$ cat config.mk
export PLATFORM = sky130hd
export DESIGN_NAME = nearest_centroid_index_packer_unit
export DESIGN_NICKNAME = d
export VERILOG_FILES = /design/src/rtl/ncip_pkg.sv /design/src/rtl/nearest_centroid_index_packer_unit.sv /design/src/rtl/ncip_front.sv /design/src/rtl/ncip_engine.sv /design/src/rtl/ncip_res_queue.sv
export SDC_FILE = /design/constraint.sdc
export NUM_CORES = 2
export LEC_CHECK = 0
export BUFFER_PORTS_ARGS = -buffer_cell sky130_fd_sc_hd__buf_2
export CAP_MARGIN = 20
export CORE_MARGIN = 2
export CORE_UTILIZATION = 55
export DETAILED_ROUTE_END_ITERATION = 8
export PLACE_DENSITY_LB_ADDON = 0.12
export SLEW_MARGIN = 20
export SYNTH_ARGS = -nofsm -noshare
export SYNTH_HDL_FRONTEND = slang
export SYNTH_MEMORY_MAX_BITS = 65536
export SYNTH_SLANG_ARGS = --single-unit
$ cat constraint.sdc
create_clock -name clk -period 7.44 [get_ports clk]
set_input_delay 1.116 -clock clk [delete_from_list [all_inputs] [get_ports clk]]
set_output_delay 1.116 -clock clk [all_outputs]
set_load 0.02 [all_outputs]
$ cat src/rtl/ncip_pkg.sv
// shared types, constants and fp16 conversion for the index packer
// no dependencies
`default_nettype none

package ncip_pkg;

	localparam int TABLE_DEPTH = 256;
	localparam int ADDR_W = $clog2(TABLE_DEPTH);
	localparam int SMALL_BOOK = 16;
	localparam int FIX_W = 43;
	localparam int CMDQ_DEPTH = 4;
	localparam int RESQ_DEPTH = 4;

	localparam logic [1:0] KIND_LOAD = 2'd0;
	localparam logic [1:0] KIND_ELEM = 2'd1;
	localparam logic [1:0] KIND_NORM = 2'd2;

	typedef struct packed {
		logic [1:0] kind;
		logic [7:0] slot;
		logic [15:0] value;
	} item_t;

	typedef struct packed {
		logic [7:0] out_byte;
		logic last;
	} res_t;

	typedef struct packed {
		logic push;
		res_t data;
	} res_wr_t;

	function automatic logic signed [FIX_W-1:0] half_to_fixed(input logic [15:0] h);
		logic [4:0] e;
		logic [9:0] m;
		logic [FIX_W-1:0] mag;
		e = h[14:10];
		m = h[9:0];
		if (e == 5'd0) begin
			mag = FIX_W'(m);
		end else begin
			mag = FIX_W'({1'b1, m}) << (e - 5'd1);
		end
		half_to_fixed = h[15] ? -mag : mag;
	endfunction

endpackage

`default_nettype wire

$ cat src/rtl/nearest_centroid_index_packer_unit.sv
// top level of the nearest centroid index packer: mode register and the three parts
// depends on ncip_pkg, ncip_front, ncip_engine, ncip_res_queue
//
// channel   handshake        payload
// input     push / full      item   (kind, slot, value)
// result    empty / pop      result (out_byte, last)
// config    cfg_we           cfg_data (wide_book)
//
// an element reads 16 (mode 0) or 256 (mode 1) codebook entries on the
// single memory port, then drains the search pipeline before it finishes
// loads write when taken, norms add a second byte; ignored items skip the engine
// reset clears queues, mode and pending nibble; the codebook is unset until loaded
// input and result queues of 4 let either side stall on its own
`default_nettype none

module nearest_centroid_index_packer_unit (
	input wire logic clk,
	input wire logic arst_n,
	input wire logic push,
	output logic full,
	input ncip_pkg::item_t item,
	output logic empty,
	input wire logic pop,
	output ncip_pkg::res_t result,
	input wire logic cfg_we,
	input wire logic cfg_data
);

	logic wide_book_q;
	logic cmd_valid;
	ncip_pkg::item_t cmd;
	logic cmd_pop;
	logic res_room;
	ncip_pkg::res_wr_t res_wr;

	always_ff @(posedge clk or negedge arst_n) begin
		if (!arst_n) begin
			wide_book_q <= 1'b0;
		end else if (cfg_we) begin
			wide_book_q <= cfg_data;
		end
	end

	ncip_front u_front (
		.clk(clk),
		.arst_n(arst_n),
		.push(push),
		.full(full),
		.item(item),
		.cmd_valid(cmd_valid),
		.cmd(cmd),
		.cmd_pop(cmd_pop)
	);

	ncip_engine u_engine (
		.clk(clk),
		.arst_n(arst_n),
		.wide_book(wide_book_q),
		.cmd_valid(cmd_valid),
		.cmd(cmd),
		.cmd_pop(cmd_pop),
		.res_room(res_room),
		.res_wr(res_wr)
	);

	ncip_res_queue u_res_queue (
		.clk(clk),
		.arst_n(arst_n),
		.res_wr(res_wr),
		.room(res_room),
		.empty(empty),
		.result(result),
		.pop(pop)
	);

endmodule

`default_nettype wire

$ cat src/rtl/ncip_front.sv
// input side: takes items, drops those with no effect, queues the rest
// depends on ncip_pkg
`default_nettype none

module ncip_front (
	input wire logic clk,
	input wire logic arst_n,
	input wire logic push,
	output logic full,
	input ncip_pkg::item_t item,
	output logic cmd_valid,
	output ncip_pkg::item_t cmd,
	input wire logic cmd_pop
);

	localparam int PTR_W = $clog2(ncip_pkg::CMDQ_DEPTH);
	localparam int CNT_W = $clog2(ncip_pkg::CMDQ_DEPTH + 1);

	ncip_pkg::item_t entry_q [ncip_pkg::CMDQ_DEPTH];
	logic [PTR_W-1:0] wr_ptr_q;
	logic [PTR_W-1:0] rd_ptr_q;
	logic [CNT_W-1:0] count_q;
	logic keep;
	logic enq;
	logic deq;

	always_comb begin
		unique case (item.kind)
			ncip_pkg::KIND_LOAD: keep = ({1'b0, item.slot} < 9'(ncip_pkg::TABLE_DEPTH));
			ncip_pkg::KIND_ELEM: keep = 1'b1;
			ncip_pkg::KIND_NORM: keep = 1'b1;
			default: keep = 1'b0;
		endcase
	end

	assign full = (count_q == CNT_W'(ncip_pkg::CMDQ_DEPTH));
	assign enq = push && !full && keep;
	assign cmd_valid = (count_q != '0);
	assign deq = cmd_pop && cmd_valid;
	assign cmd = entry_q[rd_ptr_q];

	always_ff @(posedge clk) begin
		if (enq) begin
			entry_q[wr_ptr_q] <= item;
		end
	end

	always_ff @(posedge clk or negedge arst_n) begin
		if (!arst_n) begin
			wr_ptr_q <= '0;
			rd_ptr_q <= '0;
			count_q <= '0;
		end else begin
			if (enq) begin
				wr_ptr_q <= wr_ptr_q + PTR_W'(1);
			end
			if (deq) begin
				rd_ptr_q <= rd_ptr_q + PTR_W'(1);
			end
			if (enq && !deq) begin
				count_q <= count_q + CNT_W'(1);
			end else if (deq && !enq) begin
				count_q <= count_q - CNT_W'(1);
			end
		end
	end

endmodule

`default_nettype wire

$ cat src/rtl/ncip_engine.sv
// back side: codebook memory, nearest-entry search, nibble packing, norm bytes
// depends on ncip_pkg
`default_nettype none

module ncip_engine (
	input wire logic clk,
	input wire logic arst_n,
	input wire logic wide_book,
	input wire logic cmd_valid,
	input ncip_pkg::item_t cmd,
	output logic cmd_pop,
	input wire logic res_room,
	output ncip_pkg::res_wr_t res_wr
);

	localparam int AW = ncip_pkg::ADDR_W;
	localparam int FW = ncip_pkg::FIX_W;

	localparam logic [1:0] ST_IDLE = 2'd0;
	localparam logic [1:0] ST_SEARCH = 2'd1;
	localparam logic [1:0] ST_DRAIN = 2'd2;
	localparam logic [1:0] ST_NORM = 2'd3;

	logic [15:0] mem [ncip_pkg::TABLE_DEPTH];

	logic [1:0] state_q;
	logic [AW-1:0] k_q;
	logic [AW-1:0] last_k_q;
	logic mode_q;
	logic signed [FW-1:0] xfix_q;
	logic [7:0] hi_q;
	logic [3:0] held_q;
	logic waiting_q;

	logic mem_we;
	logic [AW-1:0] mem_addr;
	logic [15:0] rd_s1;
	logic v1_s1;
	logic v2_s2;
	logic v3_s3;
	logic [AW-1:0] idx_s1;
	logic [AW-1:0] idx_s2;
	logic [AW-1:0] idx_s3;
	logic signed [FW-1:0] cfix_s2;
	logic [FW:0] dist_s3;
	logic [FW:0] best_q;
	logic [AW-1:0] best_idx_q;

	logic start;
	logic searching;
	logic finish;
	logic signed [FW:0] d_pos;
	logic signed [FW:0] d_neg;

	assign start = (state_q == ST_IDLE) && cmd_valid && res_room;
	assign cmd_pop = start;
	assign searching = (state_q == ST_SEARCH);
	assign finish = (state_q == ST_DRAIN) && !v1_s1 && !v2_s2 && !v3_s3;
	assign mem_we = start && (cmd.kind == ncip_pkg::KIND_LOAD);
	assign mem_addr = searching ? k_q : cmd.slot[AW-1:0];

	always_ff @(posedge clk) begin
		if (mem_we) begin
			mem[mem_addr] <= cmd.value;
		end
		rd_s1 <= mem[mem_addr];
	end

	assign d_pos = {xfix_q[FW-1], xfix_q} - {cfix_s2[FW-1], cfix_s2};
	assign d_neg = {cfix_s2[FW-1], cfix_s2} - {xfix_q[FW-1], xfix_q};

	always_ff @(posedge clk) begin
		idx_s1 <= k_q;
		cfix_s2 <= ncip_pkg::half_to_fixed(rd_s1);
		idx_s2 <= idx_s1;
		dist_s3 <= d_pos[FW] ? d_neg : d_pos;
		idx_s3 <= idx_s2;
		if (v3_s3 && (idx_s3 == '0 || dist_s3 < best_q)) begin
			best_q <= dist_s3;
			best_idx_q <= idx_s3;
		end
		if (start) begin
			xfix_q <= ncip_pkg::half_to_fixed(cmd.value);
			hi_q <= cmd.value[15:8];
			mode_q <= wide_book;
			last_k_q <= wide_book ? AW'(ncip_pkg::TABLE_DEPTH - 1)
				: AW'(ncip_pkg::SMALL_BOOK - 1);
		end
	end

	always_comb begin
		res_wr = '0;
		if (start && cmd.kind == ncip_pkg::KIND_NORM) begin
			res_wr.push = 1'b1;
			res_wr.data.out_byte = cmd.value[7:0];
		end else if (state_q == ST_NORM) begin
			res_wr.push = 1'b1;
			res_wr.data.out_byte = hi_q;
			res_wr.data.last = 1'b1;
		end else if (finish) begin
			if (mode_q) begin
				res_wr.push = 1'b1;
				res_wr.data.out_byte = 8'(best_idx_q);
			end else if (waiting_q) begin
				res_wr.push = 1'b1;
				res_wr.data.out_byte = {held_q, best_idx_q[3:0]};
			end
		end
	end

	always_ff @(posedge clk or negedge arst_n) begin
		if (!arst_n) begin
			state_q <= ST_IDLE;
			k_q <= '0;
			held_q <= '0;
			waiting_q <= 1'b0;
			v1_s1 <= 1'b0;
			v2_s2 <= 1'b0;
			v3_s3 <= 1'b0;
		end else begin
			v1_s1 <= searching;
			v2_s2 <= v1_s1;
			v3_s3 <= v2_s2;
			unique case (state_q)
				ST_IDLE: begin
					if (start) begin
						priority case (cmd.kind)
							ncip_pkg::KIND_ELEM: begin
								k_q <= '0;
								state_q <= ST_SEARCH;
							end
							ncip_pkg::KIND_NORM: begin
								held_q <= '0;
								waiting_q <= 1'b0;
								state_q <= ST_NORM;
							end
							default: state_q <= ST_IDLE;
						endcase
					end
				end
				ST_SEARCH: begin
					k_q <= k_q + AW'(1);
					if (k_q == last_k_q) begin
						state_q <= ST_DRAIN;
					end
				end
				ST_DRAIN: begin
					if (finish) begin
						if (mode_q || waiting_q) begin
							held_q <= '0;
							waiting_q <= 1'b0;
						end else begin
							held_q <= best_idx_q[3:0];
							waiting_q <= 1'b1;
						end
						state_q <= ST_IDLE;
					end
				end
				ST_NORM: state_q <= ST_IDLE;
				default: state_q <= ST_IDLE;
			endcase
		end
	end

endmodule

`default_nettype wire

$ cat src/rtl/ncip_res_queue.sv
// result queue between the engine and the output ports
// depends on ncip_pkg
`default_nettype none

module ncip_res_queue (
	input wire logic clk,
	input wire logic arst_n,
	input ncip_pkg::res_wr_t res_wr,
	output logic room,
	output logic empty,
	output ncip_pkg::res_t result,
	input wire logic pop
);

	localparam int PTR_W = $clog2(ncip_pkg::RESQ_DEPTH);
	localparam int CNT_W = $clog2(ncip_pkg::RESQ_DEPTH + 1);

	ncip_pkg::res_t entry_q [ncip_pkg::RESQ_DEPTH];
	logic [PTR_W-1:0] wr_ptr_q;
	logic [PTR_W-1:0] rd_ptr_q;
	logic [CNT_W-1:0] count_q;
	logic deq;

	assign empty = (count_q == '0);
	assign room = (count_q <= CNT_W'(ncip_pkg::RESQ_DEPTH - 2));
	assign deq = pop && !empty;
	assign result = entry_q[rd_ptr_q];

	always_ff @(posedge clk) begin
		if (res_wr.push) begin
			entry_q[wr_ptr_q] <= res_wr.data;
		end
	end

	always_ff @(posedge clk or negedge arst_n) begin
		if (!arst_n) begin
			wr_ptr_q <= '0;
			rd_ptr_q <= '0;
			count_q <= '0;
		end else begin
			if (res_wr.push) begin
				wr_ptr_q <= wr_ptr_q + PTR_W'(1);
			end
			if (deq) begin
				rd_ptr_q <= rd_ptr_q + PTR_W'(1);
			end
			if (res_wr.push && !deq) begin
				count_q <= count_q + CNT_W'(1);
			end else if (deq && !res_wr.push) begin
				count_q <= count_q - CNT_W'(1);
			end
		end
	end

endmodule

`default_nettype wire

==> impl_metrics.toml <==
[worst_setup_path]
crit_type = "reg2reg"
crit_arrival_ns = 6.88
reg2reg_to = "u_engine.xfix_q[41]"
worstPathMaxFanout = 21
reg2reg_from = "u_front.rd_ptr_q[0]"
r2r_cells = 16
cp.required_ns = 8.18
startpoint_type = "register"
r2r_slack_ns = 1.30
worst_setup_path_end_kind = "register"

[synthesis]
syn-num-nets = 15088
netlist_instances = 14902
synth_edf_count = 4340
ys_types = 93
yosys.area_share.simple = 0.162
synthXorXnorAreaFrac = 0.00573
yosys_warnings = 0
synth-seq-area-share = 0.716
synth_top_family_by_area = "simple AND/OR/NAND/NOR gates"
syn-cell-area_um2 = 187000
synthAdderAreaFrac = 0.0105
ys.flop_type = "edfxtp_1"
synthMuxAreaShare = 0.00992
synth-seq-cells = 4500
async_flop_share = 0.00733
synth_compound_area_frac = 0.0695
avgSynthCellArea_um2 = 12.5

[place]
place_congestion = 0.910
place_hpwl_mm = 341
placed_area_um2 = 194000
io_buffers = 42
place_ws_ns = 1.39

[die]
core_area_um2 = 337000
rows = 213
fp.dieW_um = 587
chipHeight_um = 587
start_util = 0.554
ioPinCount = 43
dieArea_um2 = 344000

[clock_network]
post_cts_buffers = 0
cts_hold_buf = 0
cts-resized-gates = 0
clock_latency_ns = 1.03
htreeDepth = 5
cts_root_buf = "clkbuf_16"
cts_buffers = 448
cts.sink_count = 4500
cts.reportedPaths.clkPinSlew_ns = 0.06
cts_max_path_buffers = 4
cts_tree = "built"

[routing]
drc = 0
vias = 126907
wire_per_inst_um = 28.6
firstDrtPassIters = 7
routed_wl_mm = 568
via_per_inst = 6.39
antenna_left = 0
drtIter0Drc = 18219

[sta]
rsz0062_at_grt = "false"
worst_slack_ns = 1.30
slew_viol_final = 0
max_freq_mhz = 163
fin_worst_skew_ns = 0.0406
relSlewSlack = 0.123
hold_viol_final = 0
fin_tns_setup_ns = 0
setup_viol_count_final = 0
period_share = 0.825
worst_pin_slew_ns = 1.31
fin_crit_ns = 6.14

[cells_and_area]
syn2layout_area_growth_pct = 11.7
final.fill_count = 25553
finalNetCount = 15140
utilization = 0.618
layout-drive-gt1-share = 0.0949
final_area_um2 = 208000

[global_route]
grt_max_degree = 170
grt_pass1_wl_mm = 819
grt_pass1_vias = 119101
grt_usage = 0.321
grt_overflow = 0
grt_antenna_before_repair = 39

[flow_run]
maxCapViolations = 0

[worst_hold_path]
hold_path.class = "in2async"

[run_status]
status = "complete, no violations"
worst max-delay path: stages, from the launching register on:
cell and delay (ns):
dfrtp_2 0.37, buf_4 0.35, mux4_4 0.70, inv_1 0.15
ha_1 0.32, ha_1 0.30, inv_1 0.40, mux4_2 0.59
mux2_2 0.34, a211oi_2 0.23, o32ai_1 0.14, or3_1 0.53
or3_1 0.46, nor3b_2 0.30, and4_1 0.31, nor2_1 0.09
a22o_1 0.28
cells in the mapped netlist (all sizes together), types with 15 or more instances:
| library cell | count | area, um2 |
|---|---|---|
| o211ai | 17 | 128 |
| mux2 | 21 | 236 |
| a21o | 67 | 503 |
| a31oi | 108 | 676 |
| mux2i | 51 | 510 |
| o21bai | 41 | 308 |
| a22oi | 31 | 233 |
| nor3 | 171 | 856 |
| o31ai | 29 | 223 |
| buf | 320 | 1380 |
| clkbuf | 723 | 2710 |
| ha | 150 | 1880 |
| and3 | 404 | 2530 |
| a311oi | 813 | 7120 |
| xnor2 | 73 | 639 |
| a21oi | 214 | 1070 |
| a221oi | 19 | 166 |
| or3 | 20 | 125 |
| xor2 | 49 | 429 |
| nor4 | 31 | 200 |
| or2 | 17 | 106 |
| mux4 | 49 | 1100 |
| edfxtp | 4340 | 130000 |
| o221ai | 15 | 131 |
| dfxtp | 127 | 2540 |
| o21ai | 180 | 901 |
| nand2 | 4326 | 16200 |
| nand4 | 39 | 244 |
| o22ai | 15 | 93.8 |
| nor2b | 19 | 119 |
| dfrtp | 33 | 826 |
| nand2b | 23 | 144 |
| and2 | 24 | 150 |
| inv | 192 | 721 |
| a22o | 25 | 219 |
| nand3 | 1517 | 7590 |
| nor2 | 425 | 1600 |
how the worst max path moves through the flow:
stage                              from                  end  slack, ns  depth (start not counted)
floorplan           u_front.rd_ptr_q[0]  u_engine.xfix_q[23]       0.63                         19
global placement    u_front.rd_ptr_q[0]   u_engine.rd_s1[13]       1.32                         11
detailed placement  u_front.rd_ptr_q[0]  u_engine.xfix_q[41]       1.39                         16
CTS                 u_front.rd_ptr_q[0]  u_engine.xfix_q[41]       1.36                         16
global route        u_front.rd_ptr_q[0]  u_engine.xfix_q[38]       0.92                         15
finish              u_front.rd_ptr_q[0]  u_engine.xfix_q[41]       1.30                         16
cell families after synthesis:
kind of cell	after synthesis
AO/OA/AOI/OAI	1709
multiplexers	121
XOR/XNOR	122
AND/OR/NAND/NOR	7061
adder cells (fa/ha/maj)	154
buffers and inverters	1235
flip-flops	4500
cell usage in the layout (no fill, tap or decap), types with 39 or more instances in the layout:
cell type / Yosys / layout
a21o_1: 67 / 67
a21oi_1: 214 / 211
a311oi_1: 813 / 807
a31oi_1: 108 / 108
and3_1: 404 / 404
buf_12: 1 / 60
buf_2: 80 / 43
buf_4: 3 / 533
clkbuf_1: 723 / 105
clkbuf_16: 0 / 455
clkinv_1: 0 / 92
clkinv_2: 0 / 89
dfxtp_1: 127 / 126
edfxtp_1: 4340 / 4340
ha_1: 150 / 150
inv_1: 191 / 190
mux2i_1: 51 / 45
nand2_1: 4326 / 4304
nand3_1: 1517 / 1517
nand4_1: 39 / 39
nor2_1: 425 / 412
nor3_1: 171 / 150
o21ai_0: 176 / 175
o21bai_1: 41 / 41
xnor2_1: 73 / 73
xor2_1: 49 / 48
registers in the layout, indices dropped and copies added (netlist names), 16 cells and up:
| register | count |
|---|---|
| u_engine.best_q | 44 |
| u_engine.cfix_s2 | 43 |
| u_engine.dist_s3 | 44 |
| u_engine.mem | 4096 |
| u_engine.rd_s1 | 16 |
| u_engine.xfix_q | 43 |
| u_front.entry_q | 104 |
| u_res_queue.entry_q | 36 |
stage by stage:
stage	std cells	hold WS (ns)
finish	19860	0.196
floorplan	14902	0.310
global route	19847	0.256
CTS	19840	0.173
global placement	19009	0.311
detailed placement	19015	0.312
final cells by class:
class                      count  area (um2)  share of cell area
tap                         4515        5650              0.0271
antenna                       16        40.0            0.000192
timing repair buffer         645        5540              0.0266
sequential                  4500      134000               0.641
multi-input combinational   9167       48600               0.233
clock buffer                 578       12000              0.0577
inverter                     192         728             0.00349
clock inverter               247        2140              0.0103
layer usage:
| layer | vias up | part of all wire | wire length [um] | GRT usage |
|---|---|---|---|---|
| li1 | 55099 | - | - | - |
| met1 | 63340 | 0.39 | 220000 | 0.453 |
| met2 | 7286 | 0.46 | 259000 | 0.493 |
| met3 | 1168 | 0.11 | 63000 | 0.0602 |
| met4 | 14 | 0.046 | 25900 | 0.136 |
| met5 | - | 0.00017 | 96 | 0 |
Power is not shown: default switching activity piles up to over one toggle a cycle in this logic, so the estimate is an artifact.
